===== src/rtl/dfvo_pkg.sv =====
// ----------------------------------------------------------------------------
// dfvo_pkg: shared types and codes for the depth-first visit order block
// Holds the request and result payload structs, the operation and register
// codes, the controller states and the command/status structs.
// ----------------------------------------------------------------------------
`default_nettype none

package dfvo_pkg;

  // Operation codes of a request.
  typedef enum logic [1:0] {
    OP_WRITE_EDGE  = 2'd0,
    OP_WRITE_LABEL = 2'd1,
    OP_START       = 2'd2
  } op_e;

  // Configuration register indexes.
  localparam logic [1:0] CFG_NULL_EDGE    = 2'd0;
  localparam logic [1:0] CFG_VERTEX_COUNT = 2'd1;

  // Fixed field widths.
  localparam int unsigned IDX_BITS     = 6;
  localparam int unsigned WGT_BITS     = 16;
  localparam int unsigned LBL_BITS     = 32;
  localparam int unsigned VCOUNT_BITS  = 7;

  // One input request.
  typedef struct packed {
    logic [1:0]           operation;
    logic [5:0]           row;
    logic [5:0]           column;
    logic signed [15:0]   weight;
    logic signed [31:0]   label;
    logic [5:0]           origin;
  } in_req_t;

  // One result.
  typedef struct packed {
    logic [5:0]           vertex_index;
    logic signed [31:0]   vertex_label;
    logic                 bad_origin;
    logic                 last;
  } out_rsp_t;

  // Controller states.
  typedef enum logic [2:0] {
    ST_IDLE,
    ST_BAD,
    ST_SCAN,
    ST_PUSH,
    ST_LBL,
    ST_EMIT,
    ST_POP,
    ST_POP2
  } state_e;

  // Commands from the controller to the datapath.
  typedef struct packed {
    logic accept;
    logic load_bad;
    logic scan;
    logic push;
    logic emit;
    logic pop;
  } cmd_t;

  // Status from the datapath to the controller.
  typedef struct packed {
    logic start_ok;
    logic start_bad;
    logic found;
    logic exhausted;
    logic depth_zero;
    logic out_free;
  } status_t;

endpackage

`default_nettype wire


===== src/rtl/dfvo_ctrl.sv =====
// ----------------------------------------------------------------------------
// dfvo_ctrl: traversal controller
// State machine that sequences request intake, the neighbor scan, stack
// push and pop, and result emission by commands to the datapath.
// ----------------------------------------------------------------------------
`default_nettype none

module dfvo_ctrl (
  input  wire logic              clk_i,
  input  wire logic              rst_ni,
  input  wire logic              in_valid_i,
  output      logic              in_stall_o,
  input  wire dfvo_pkg::status_t status_i,
  output      dfvo_pkg::cmd_t    cmd_o
);

  dfvo_pkg::state_e state_q, state_d;

  // State register.
  always_ff @(posedge clk_i or negedge rst_ni) begin
    if (!rst_ni) begin
      state_q <= dfvo_pkg::ST_IDLE;
    end else begin
      state_q <= state_d;
    end
  end

  // Next-state logic.
  always_comb begin
    state_d = state_q;
    case (state_q)
      dfvo_pkg::ST_IDLE: begin
        if (in_valid_i && status_i.start_bad) begin
          state_d = dfvo_pkg::ST_BAD;
        end else if (in_valid_i && status_i.start_ok) begin
          state_d = dfvo_pkg::ST_SCAN;
        end
      end
      dfvo_pkg::ST_BAD: begin
        if (status_i.out_free) begin
          state_d = dfvo_pkg::ST_IDLE;
        end
      end
      dfvo_pkg::ST_SCAN: begin
        if (status_i.found) begin
          state_d = dfvo_pkg::ST_PUSH;
        end else if (status_i.exhausted && status_i.depth_zero) begin
          state_d = dfvo_pkg::ST_LBL;
        end else if (status_i.exhausted) begin
          state_d = dfvo_pkg::ST_POP;
        end
      end
      dfvo_pkg::ST_PUSH: state_d = dfvo_pkg::ST_LBL;
      dfvo_pkg::ST_LBL:  state_d = dfvo_pkg::ST_EMIT;
      dfvo_pkg::ST_EMIT: begin
        if (status_i.out_free) begin
          state_d = status_i.depth_zero ? dfvo_pkg::ST_IDLE : dfvo_pkg::ST_SCAN;
        end
      end
      dfvo_pkg::ST_POP:  state_d = dfvo_pkg::ST_POP2;
      dfvo_pkg::ST_POP2: state_d = dfvo_pkg::ST_SCAN;
      default:           state_d = dfvo_pkg::ST_IDLE;
    endcase
  end

  // Command outputs.
  always_comb begin
    cmd_o      = '0;
    in_stall_o = 1'b1;
    case (state_q)
      dfvo_pkg::ST_IDLE: begin
        in_stall_o   = 1'b0;
        cmd_o.accept = in_valid_i;
      end
      dfvo_pkg::ST_BAD:  cmd_o.load_bad = 1'b1;
      dfvo_pkg::ST_SCAN: cmd_o.scan     = 1'b1;
      dfvo_pkg::ST_PUSH: cmd_o.push     = 1'b1;
      dfvo_pkg::ST_EMIT: cmd_o.emit     = 1'b1;
      dfvo_pkg::ST_POP2: cmd_o.pop      = 1'b1;
      default: begin
        cmd_o      = '0;
        in_stall_o = 1'b1;
      end
    endcase
  end

endmodule

`default_nettype wire


===== config.mk =====
export PLATFORM = sky130hd
export DESIGN_NAME = dfvo_ctrl
export DESIGN_NICKNAME = d
export VERILOG_FILES = /design/src/rtl/dfvo_pkg.sv /design/src/rtl/dfvo_ctrl.sv
export SDC_FILE = /design/constraint.sdc
export NUM_CORES = 1
export LEC_CHECK = 0
export ABC_AREA = 1
export BUFFER_PORTS_ARGS = -buffer_cell sky130_fd_sc_hd__buf_4
export CORE_AREA = 4 4 41 43
export CTS_BUF_LIST = sky130_fd_sc_hd__clkbuf_4 sky130_fd_sc_hd__clkbuf_8
export DETAILED_ROUTE_END_ITERATION = 6
export DIE_AREA = 0 0 45 47
export PLACE_DENSITY_LB_ADDON = 0.25
export SETUP_SLACK_MARGIN = 0.3
export SKIP_CTS_REPAIR_TIMING = 1
export SYNTH_ARGS = -nofsm -noshare
export SYNTH_HDL_FRONTEND = slang
export SYNTH_SLANG_ARGS = --single-unit

===== constraint.sdc =====
create_clock -name clk_i -period 1.7 [get_ports clk_i]
set_clock_uncertainty 0.1 [all_clocks]
set_input_delay 0 -clock clk_i [delete_from_list [all_inputs] [get_ports clk_i]]
set_output_delay 0 -clock clk_i [all_outputs]
set_load 0.02 [all_outputs]

* Word-level counts from Yosys, hierarchy flattened
Cells that the tools add are included.
Widths: inputs -> output; s select.
** Word-level totals
- Output and inout port bits :: 7
- Logic and storage cells :: 33
- Input port bits :: 9
- Register bits after elaboration :: 3
** Operators by class
- Reductions and logical operators :: 5
- Multiplexer cells :: 16
- Equality and inequality tests :: 11
** Operators by type and width (count)
- $pmux 3 s8 :: 1
- $mux 3 :: 7
- $eq 3x3->1 const B :: 4
- $mux 1 :: 7
- $eq 3x2->1 const B :: 2
- $ne 2x2->1 const B :: 2
- $ne 4x4->1 const B :: 1
- $reduce_and 4->1 :: 1
- $eq 3x1->1 const B :: 1
- $logic_and 1x1->1 :: 3
- $logic_not 3->1 :: 1
- $ne 3x3->1 const B :: 1
- $mux 2 :: 1

* Longest topological paths before layout
Gate-level depths: netlist of run 1.
- Depth in word-level cells :: 4
- Depth in mapped cells :: 8
- Gate-level depth less buffers :: 8

* Least setup slack after synthesis of run 1
Ideal clock, no wire load.
- Path kind :: reg-to-reg
- From :: reg state_q[2]
- To :: reg state_q[0]
- Slack :: 407 ps
- Library setup time :: 67 ps
- Data required time :: 1533 ps
- Path buffers :: 0
- Stages on the path, launching flop included :: 6
- Arrival :: 1126 ps
- Clock period less this slack :: 1293 ps
- Cells stage by stage :: dfrtp_1 > nor2_1 > nand2_2 > nor2_2 > a21oi_1 > nand2_1
** Between the ends
- Longest elaborated chain between the ends :: 3
- Elaborated cells on any way between the ends :: 14
- Those cells by class :: eq/ne: 11; mux: 1; reduce/logical: 2
** RTL lines
- start: declaration :: RTL line dfvo_ctrl.sv:17 : dfvo_pkg::state_e state_q, state_d;
- start signal: assignment :: RTL line dfvo_ctrl.sv:22 : state_q <= dfvo_pkg::ST_IDLE;
- start signal: assignment :: RTL line dfvo_ctrl.sv:24 : state_q <= state_d;
- $eq 3x2->1, or another cell as far along :: RTL line dfvo_ctrl.sv:31 : case (state_q)
- $ne 4x4->1 (no line), or another cell as far along
- $reduce_and 4->1 (no line)
Parallel ways exist; a longest one is shown, timed or not.
A chain may end at the register's enable or synchronous reset.

==> results of run 1 <==
==> worst max-delay path: cells and delay by family, from the launching register on <==
| family | cells | cell delay (ps) |
|---|---|---|
| flip-flops | 1 | 420 |
| AND/OR/NAND/NOR | 3 | 350 |
| buffers and inverters | 1 | 150 |
==> area by class of cell <==
| type | instances | area, um^2 | share of cell area |
|---|---|---|---|
| multi-input cells | 35 | 169 | 0.366 |
| repair buffers | 18 | 143 | 0.309 |
| well taps | 15 | 18.8 | 0.0407 |
| inverters | 7 | 26.3 | 0.0569 |
| flip-flops and latches | 3 | 75.1 | 0.163 |
| clock buffers | 4 | 30.0 | 0.0650 |
==> power by group through the flow <==
stage / Sequential, uW / Clock [uW] / Combinational, uW
2_1_floorplan: 145 / 0 / 304
3_3_place_gp: 155 / 0 / 457
3_5_place_dp: 154 / 0 / 449
4_1_cts: 153 / 149 / 450
5_1_grt: 162 / 155 / 521
6_report: 157 / 146 / 453
==> logic make-up after synthesis <==
family | after synthesis
AOI/OAI and AO/OA | 4
buffers and inverters | 7
DFF | 3
and+or+nand+nor | 31
==> cell usage in the layout (no fill, tap or decap) <==
master	n
dlygate4sd3_1	3
inv_1	4
nand3b_1	1
nor2_2	3
nor2_1	7
buf_4	15
nand3_1	3
o22ai_1	1
a21oi_1	1
inv_2	3
nand2_2	3
a31oi_1	1
clkbuf_4	4
nand4_1	3
o21ai_1	1
nand2_1	11
dfrtp_1	3
==> cell usage after synthesis <==
| cell | n |
|---|---|
| nand2_1 | 11 |
| nor2_1 | 8 |
| inv_1 | 4 |
| dfrtp_1 | 3 |
| inv_2 | 3 |
| nand2_2 | 3 |
| nand3_1 | 3 |
| nand4_1 | 3 |
| nor2_2 | 2 |
| a21oi_1 | 1 |
| a31oi_1 | 1 |
| nand3b_1 | 1 |
| o21ai_1 | 1 |
| o22ai_1 | 1 |
==> worst paths after layout <==
check,startpoint,to,slack [ps],cells after the start
max,state_q[2],cmd_o[5],430,4
min,status_i[2],state_q[1],-30,4
max reg2reg,state_q[2],state_q[1],460,8
min reg2reg,state_q[1],state_q[2],600,2
max in group asynchronous,rst_ni,state_q[1],1420,2
min in group asynchronous,rst_ni,state_q[2],-20,2
==> layer usage <==
metal  wire (um)  GRT usage
met1         337      0.106
met2         342      0.121
met5           0          0
met4          10     0.0526
met3          61     0.0345
==> per-stage QoR <==
| step | utilization | hold slack (ps) | cell area (um^2) | instances | setup WS (ps) |
|---|---|---|---|---|---|
| global route | 0.355 | 2.52 | 462 | 82 | 313 |
| CTS | 0.330 | -562 | 429 | 79 | 384 |
| finish | 0.355 | -30.9 | 462 | 82 | 433 |
| detailed placement | 0.307 | -309 | 399 | 75 | 484 |
| floorplan | - | -396 | 268 | 45 | 407 |
| global placement | 0.307 | -309 | 399 | 75 | 483 |
==> flow_metrics.tcl, run 1 <==
set metrics [dict create \
    outcome "finished, violations left" \
    failed_checks "negative hold slack" \
    grt_pass1_wl_um 1280 \
    finalMaxSlewViolations 0 \
    synth_adder_area_share 0 \
    synth_top_family_by_area "simple AND/OR/NAND/NOR gates" \
    slowest_stage "dfrtp_1" \
    switching_share 0.483 \
    grt_pass1_vias 331 \
    fmax_ghz 0.790 \
    ys_types 14 \
    wl_per_cell_um 9.16 \
    syn_nets 54 \
    core_um2 1300 \
    drt_iter0_markers 5 \
    synth_seq_cells 3 \
    power_frac_comb 0.599 \
    crit_path_end_kind "output port" \
    yosys.area.top_type "dfrtp_1" \
    die_w_um 45 \
    clk_latency_ps 240 \
    yosysWarningCount 0 \
    switchingPower_uw 365 \
    netlist_top_cells_area "dfrtp_1, nand2_1, nor2_1" \
    setup_viol 0 \
    nFillCells 145 \
    antennaDiodeCount 0 \
    tightest_slew_ps 235 \
    worst_path_most_repeated_cell "nor2_2" \
    cp_max_fo 5 \
    synth.top_cell.area_share 0.280 \
    synth-simple-area-share 0.537 \
    largest_register "state_q" \
    fp.dieH_um 47 \
    hp-class "primary input to flip-flop" \
    io_buffers 15 \
    drt-pass1-iter-count 4 \
    cts_sinks 3 \
    rsz0062_at_grt "false" \
    seqPwrFrac 0.207 \
    cp.required_ps 1600 \
    vias 347 \
    start_util 0.206 \
    relSlewSlack 0.843 \
    fin_nets 77 \
    clk_path_buf_depth 2 \
    syn_area_um2 268 \
    hpwl_um 593 \
    p_clk_frac 0.194 \
    cts-root-buf "clkbuf_4" \
    period_needed_ps 1270 \
    cap_violations 0 \
    yosys-mux-area-fraction 0 \
    min_period_over_period 0.745 \
    grt_overflow 0 \
    cts_tree "built" \
    grt_use_total 0.0848 \
    startpoint_type "flip-flop" \
    netlist_instances 45 \
    design.portCount 16 \
    cts_made_buffers 3 \
    worstSetupPathType "flip-flop to output port" \
    fin_tns_setup_ps 0 \
    rows 13 \
    route.detailed.drc 0 \
    p_per_area_nw_per_um2 1640 \
    crit_chain "nor2_2 -> nand2_2 -> nor2_2 -> buf_4" \
    synth-compound-area-share 0.0841 \
    reg_top3 "state_q (3)" \
    p_leak_uw 0.000253 \
    hold_viol 4 \
    drive_gt1_frac 0.418 \
    yosysSeqAreaShare 0.280 \
    wl_um 751 \
    syn_avg_cell_area_um2 5.95 \
    grt_max_degree 8 \
    place_congestion 0.677 \
    avgViaCountPerCell 4.23 \
    synth_xor_area_frac 0 \
    cts.htree.levels 1 \
    dieArea_um2 2120 \
    power.internal_uw 391 \
    antenna_left 0 \
    max_stage_delay_ps 420 \
    power_uw 756 \
    antenna_found_initial 0 \
    largest_register_ff_count 3 \
    worstPathArrival_ps 1170 \
    hold_ws_ps -30.9 \
    ir_drop_mv 0.738 \
    syn2layout_area_growth_pct 72.4 \
    clk_pin_slew_ps 40 \
]
No activity file was read; power rests on OpenSTA's default activity.
==> run 2: changes to the inputs <==
--- a/config.mk
+++ b/config.mk
@@ -5,7 +5,7 @@
 export SDC_FILE = /design/constraint.sdc
 export NUM_CORES = 1
 export LEC_CHECK = 0
-export ABC_AREA = 1
+export ABC_AREA = 0
 export BUFFER_PORTS_ARGS = -buffer_cell sky130_fd_sc_hd__buf_4
 export CORE_AREA = 4 4 41 43
 export CTS_BUF_LIST = sky130_fd_sc_hd__clkbuf_4 sky130_fd_sc_hd__clkbuf_8
==> constraint.sdc (replaced) <==
create_clock -name clk_i -period 1.3 [get_ports clk_i]
set_clock_uncertainty 0.1 [all_clocks]
set_input_delay 0 -clock clk_i [delete_from_list [all_inputs] [get_ports clk_i]]
set_output_delay 0 -clock clk_i [all_outputs]
set_load 0.02 [all_outputs]
==> run 2 against run 1 <==
- the run now ends clean
- synthesized cell count decreased by 33%
- area after synthesis shrank 8.4%
- flip-flop and latch count unchanged
- via count down 3.2%
- sequential share of layout area is 2.0 points lower
- hold slack gained 52 ps
- design area is 20% higher
- final cell count down 6.1%
- wire length up 8.3%
- die area stayed put
- critical endpoint unchanged
- largest cell class is now buffers
- highest routed layer unchanged
==> flow_metrics.tcl, run 2 <==
set metrics [dict create \
    ir_drop_mv 0.791 \
    worstPathArrival_ps 1170 \
    fmax_ghz 0.786 \
    crit_chain "nor3_4 -> and2_4 -> buf_6" \
    yosysSeqAreaShare 0.306 \
    antenna_left 0 \
    period_needed_ps 1270 \
    final_common_cell "buf_4" \
    wl_um 813 \
    synth-async-reset-ratio 1.00 \
    crit_family "flip-flops" \
    min_path_cells 3 \
    syn_area_um2 245 \
    finalMaxSlewViolations 0 \
    netlist_top_cells_area "dfrtp_1, nor2_1, o21ai_0" \
    dp_cells 61 \
    yosysMostFrequentCell "nor2_1" \
    hp-start "status_i[1]" \
    p_leak_uw 0.000262 \
    min_period_over_period 0.978 \
    rsz0062_at_grt "true" \
    syn_avg_cell_area_um2 8.17 \
    cts_sinks 3 \
    drt-pass1-iter-count 4 \
    cp_num_buf_inv 1 \
    start_util 0.188 \
    grt_overflow 0 \
    p_per_area_nw_per_um2 2320 \
    outcome "finished, final reports clean" \
    grt_use_total 0.0769 \
    cp.required_ps 1200 \
    synth.top_cell.area_share 0.306 \
    yosysWarningCount 0 \
    clk_path_buf_depth 2 \
    synth_seq_cells 3 \
    cts_made_buffers 3 \
    drive_gt1_frac 0.613 \
    final_util 0.425 \
    largest_register_ff_count 3 \
    clk_latency_ps 230 \
    cap_violations 0 \
    ys_types 18 \
    grt_pass1_vias 282 \
    nFillCells 148 \
    worstSetupPathType "flip-flop to output port" \
    r2r-start "state_q[1]" \
    antenna_found_initial 0 \
    hpwl_um 545 \
    r2r_cells 3 \
    netlist_top_cells_count "nor2_1, dfrtp_1, o21ai_0" \
    multi_input_area_um2 160 \
    worst_r2r_endpoint "state_q[1]" \
    hold_viol 0 \
    netlist_instances 30 \
    startpoint_type "flip-flop" \
    synth_flop_cell "dfrtp_1" \
    rows 13 \
    fin_nets 72 \
    reg_top3 "state_q (3)" \
    design.portCount 16 \
    hp-class "primary input to flip-flop" \
    cts-root-buf "clkbuf_4" \
    grt_max_degree 10 \
    crit_path_end_kind "output port" \
    grt_pass1_wl_um 1150 \
    route.detailed.drc 0 \
    tightest_slew_ps 212 \
    relSlewSlack 0.857 \
    hold_end "state_q[1]" \
    synth_edf_count 0 \
    clk_pin_slew_ps 40 \
    reg2reg_setup_slack_ps 40 \
    yosys.area.top_type "dfrtp_1" \
    fp.dieH_um 47 \
    setup_viol 0 \
    slowest_stage "dfrtp_2" \
    stdcell_count 77 \
    avgViaCountPerCell 4.36 \
    largest_register "state_q" \
    place_congestion 0.761 \
    wl_per_cell_um 10.6 \
    seqCellArea_um2 78.8 \
    cts.htree.levels 1 \
    cts_tree "built" \
    cp_max_fo 5 \
    max_stage_delay_ps 440 \
    syn_nets 39 \
    core_um2 1300 \
    drt_iter0_markers 4 \
    io_buffers 15 \
    dieArea_um2 2120 \
    syn2layout_area_growth_pct 126 \
    vias 336 \
    die_w_um 45 \
    antennaDiodeCount 0 \
    layout_common_cells "buf_4, nor2_1, dlygate4sd3_1" \
]
[run 2: per-stage QoR]
step                      setup TNS, ps  setup slack (ps)  hold WS, ps  area (um^2)  power [uW]
after floorplan                       0               113         -396          259         655
after global placement                0              81.2         -308          390         862
after detailed placement              0              78.4         -307          390         856
after CTS                         -77.5             -49.4         -558          420        1050
after global routing               -122             -35.9         31.7          553        1390
final                                 0              28.1         21.3          553        1280
[run 2: logic make-up after synthesis]
group,share of synthesized area
AO/OA/AOI/OAI,0.240
flip-flops,0.306
AND/OR/NAND/NOR,0.357
buffers and inverters,0.0969
[run 2: power by group]
group	internal, uW	leakage, uW	switching [uW]
registers	149	0.0000336	79.7
logic	484	0.000210	386
clock network	136	0.0000184	50.2
[run 2: worst register-to-register path: stages, from the launching register on]
cell and delay [ps]:
dfrtp_2 440, buf_4 160, a311o_1 270, a221oi_2 200
[run 2: how the worst max path moves through the flow]
stage	from	end	slack, ps	cells after the start
after floorplan	state_q[0]	state_q[1]	110	3
after global placement	state_q[2]	state_q[0]	80	3
after detailed placement	state_q[2]	state_q[0]	80	3
after CTS	state_q[2]	in_stall_o	-50	4
after global routing	state_q[0]	cmd_o[0]	-40	4
final	state_q[0]	cmd_o[5]	30	3
[run 2: routing by layer]
| layer | wire (um) | vias up | GRT usage |
|---|---|---|---|
| met2 | 425 | 9 | 0.121 |
| met5 | 0 | - | 0 |
| li1 | - | 166 | - |
| met4 | 10 | 0 | 0.0351 |
| met1 | 341 | 159 | 0.0872 |
| met3 | 37 | 2 | 0.0383 |
[run 2: final cells by class]
class	instances	area share
well taps	15	0.0339
repair buffers	30	0.462
inverters	2	0.0181
clock buffers	4	0.0543
flip-flops and latches	3	0.143
multi-input cells	23	0.290
==> run 3: changes to the inputs <==
--- a/config.mk
+++ b/config.mk
@@ -11,6 +11,7 @@
 export CTS_BUF_LIST = sky130_fd_sc_hd__clkbuf_4 sky130_fd_sc_hd__clkbuf_8
 export DETAILED_ROUTE_END_ITERATION = 6
 export DIE_AREA = 0 0 45 47
+export GPL_TIMING_DRIVEN = 0
 export PLACE_DENSITY_LB_ADDON = 0.25
 export SETUP_SLACK_MARGIN = 0.3
 export SKIP_CTS_REPAIR_TIMING = 1
==> run 3 against run 2 <==
- the run now ends with negative hold slack, negative setup slack left
- register-to-register slack got worse by 50 ps
- final cell count decreased by 7.8%
- first-iteration DRC count increased by 25%
- sequential power is 17% lower
- flip-flop and latch count unchanged
- worst setup slack got worse by 63 ps
- power shrank 12%
- die area is the same
==> flow_metrics.tcl, run 3 (synthesis gave the netlist of run 2 again) <==
set metrics [dict create \
    outcome "finished, violations left" \
    failed_checks "negative hold slack, negative setup slack" \
    fin_nets 66 \
    io_buffers 15 \
    multi_input_area_um2 155 \
    antennaDiodeCount 0 \
    finalMaxSlewViolations 0 \
    cts_sinks 3 \
    final_util 0.381 \
    cp_num_buf_inv 2 \
    hp-class "primary input to asynchronous set/reset pin" \
    cts_made_buffers 3 \
    seqCellArea_um2 76.3 \
    pre_cts_ws_ps 74.5 \
    antenna_left 0 \
    reg_top3 "state_q (3)" \
    antenna_found_initial 0 \
    slowest_stage "dfrtp_1" \
    hold_ws_ps -5.57 \
    route.detailed.drc 0 \
    ir_drop_mv 0.683 \
    dieArea_um2 2120 \
    stdcell_count 71 \
    grt_overflow 0 \
    rows 13 \
    start_util 0.188 \
    avgViaCountPerCell 4.14 \
    worst_r2r_endpoint "state_q[0]" \
    syn2layout_area_growth_pct 102 \
    worst_path_most_repeated_cell "buf_6" \
    final_common_cell "buf_4" \
    crit_family "simple AND/OR/NAND/NOR gates" \
    drive_gt1_frac 0.518 \
    grt_pass1_wl_um 1040 \
    die_w_um 45 \
    rsz0062_at_grt "true" \
    r2r_cells 5 \
    largest_register "state_q" \
    wl_um 725 \
    power_frac_comb 0.669 \
    drt-pass1-iter-count 4 \
    p_per_area_nw_per_um2 2270 \
    grt_max_degree 11 \
    layout_common_cells "buf_4, nor2_1, dlygate4sd3_1" \
    setup_viol 2 \
    design.portCount 16 \
    seqPwrFrac 0.169 \
    tightest_slew_ps 202 \
    reg2reg_setup_slack_ps -10 \
    switching_share 0.414 \
    clk_pin_slew_ps 40 \
    crit_chain "buf_6 -> nor3_4 -> and2_4 -> buf_6" \
    r2r-start "state_q[0]" \
    startpoint_type "flip-flop" \
    worstSetupPathType "flip-flop to output port" \
    fmax_ghz 0.749 \
    worstPathArrival_ps 1230 \
    relSlewSlack 0.864 \
    power.internal_uw 661 \
    largest_register_ff_count 3 \
    clk_path_buf_depth 2 \
    fp.dieH_um 47 \
    min_period_over_period 1.03 \
    cts.htree.levels 1 \
    cts-root-buf "clkbuf_4" \
    core_um2 1300 \
    cp_max_fo 7 \
    cap_violations 0 \
    clk_latency_ps 230 \
    wl_per_cell_um 10.2 \
    p_leak_uw 0.000234 \
    hold_viol 3 \
    place_congestion 0.674 \
    p_clk_frac 0.162 \
    switchingPower_uw 466 \
    max_stage_delay_ps 360 \
    cp-startpoint "state_q[0]" \
    cp.required_ps 1200 \
    vias 294 \
    period_needed_ps 1330 \
    nFillCells 146 \
    drt_iter0_markers 5 \
    dp_cells 60 \
    cts_tree "built" \
    crit_path_end_kind "output port" \
    grt_pass1_vias 253 \
    hpwl_um 497 \
    grt_use_total 0.0713 \
    layout_setup_ws_ps -34.4 \
]
-- run 3: cell type report --
cell class | instances | area share
repair buffers | 22 | 0.374
multi-input cells | 23 | 0.313
flip-flops and latches | 3 | 0.154
clock buffers | 4 | 0.0606
plain buffers | 2 | 0.0455
well taps | 15 | 0.0379
inverters | 2 | 0.0152
-- run 3: routing by layer --
metal	routed length (um)	track usage
met5	0	0
met4	0	0.0702
met3	35	0.0153
met2	387	0.107
met1	303	0.0824
-- run 3: power by group through the flow --
stage	combinational, uW	clock, uW	sequential [uW]
after CTS	670	192	190
after floorplan	473	0	182
after global routing	819	198	199
after global placement	669	0	192
after detailed placement	665	0	191
final	754	182	190
-- run 3: worst max-delay path by stage --
stage	end	slack [ps]	cells past startpoint
CTS	cmd_o[5]	-90	4
global route	cmd_o[5]	-90	4
global placement	state_q[1]	70	3
floorplan	state_q[1]	110	3
detailed placement	state_q[1]	70	3
finish	cmd_o[5]	-30	4
-- run 3: through the flow --
stage	instance area, um^2	TNS (ps)	power, uW
after global placement	390	0	861
final	495	-42.2	1130
after global routing	495	-248	1220
after detailed placement	390	0	857
after CTS	420	-93.5	1050
after floorplan	259	0	655
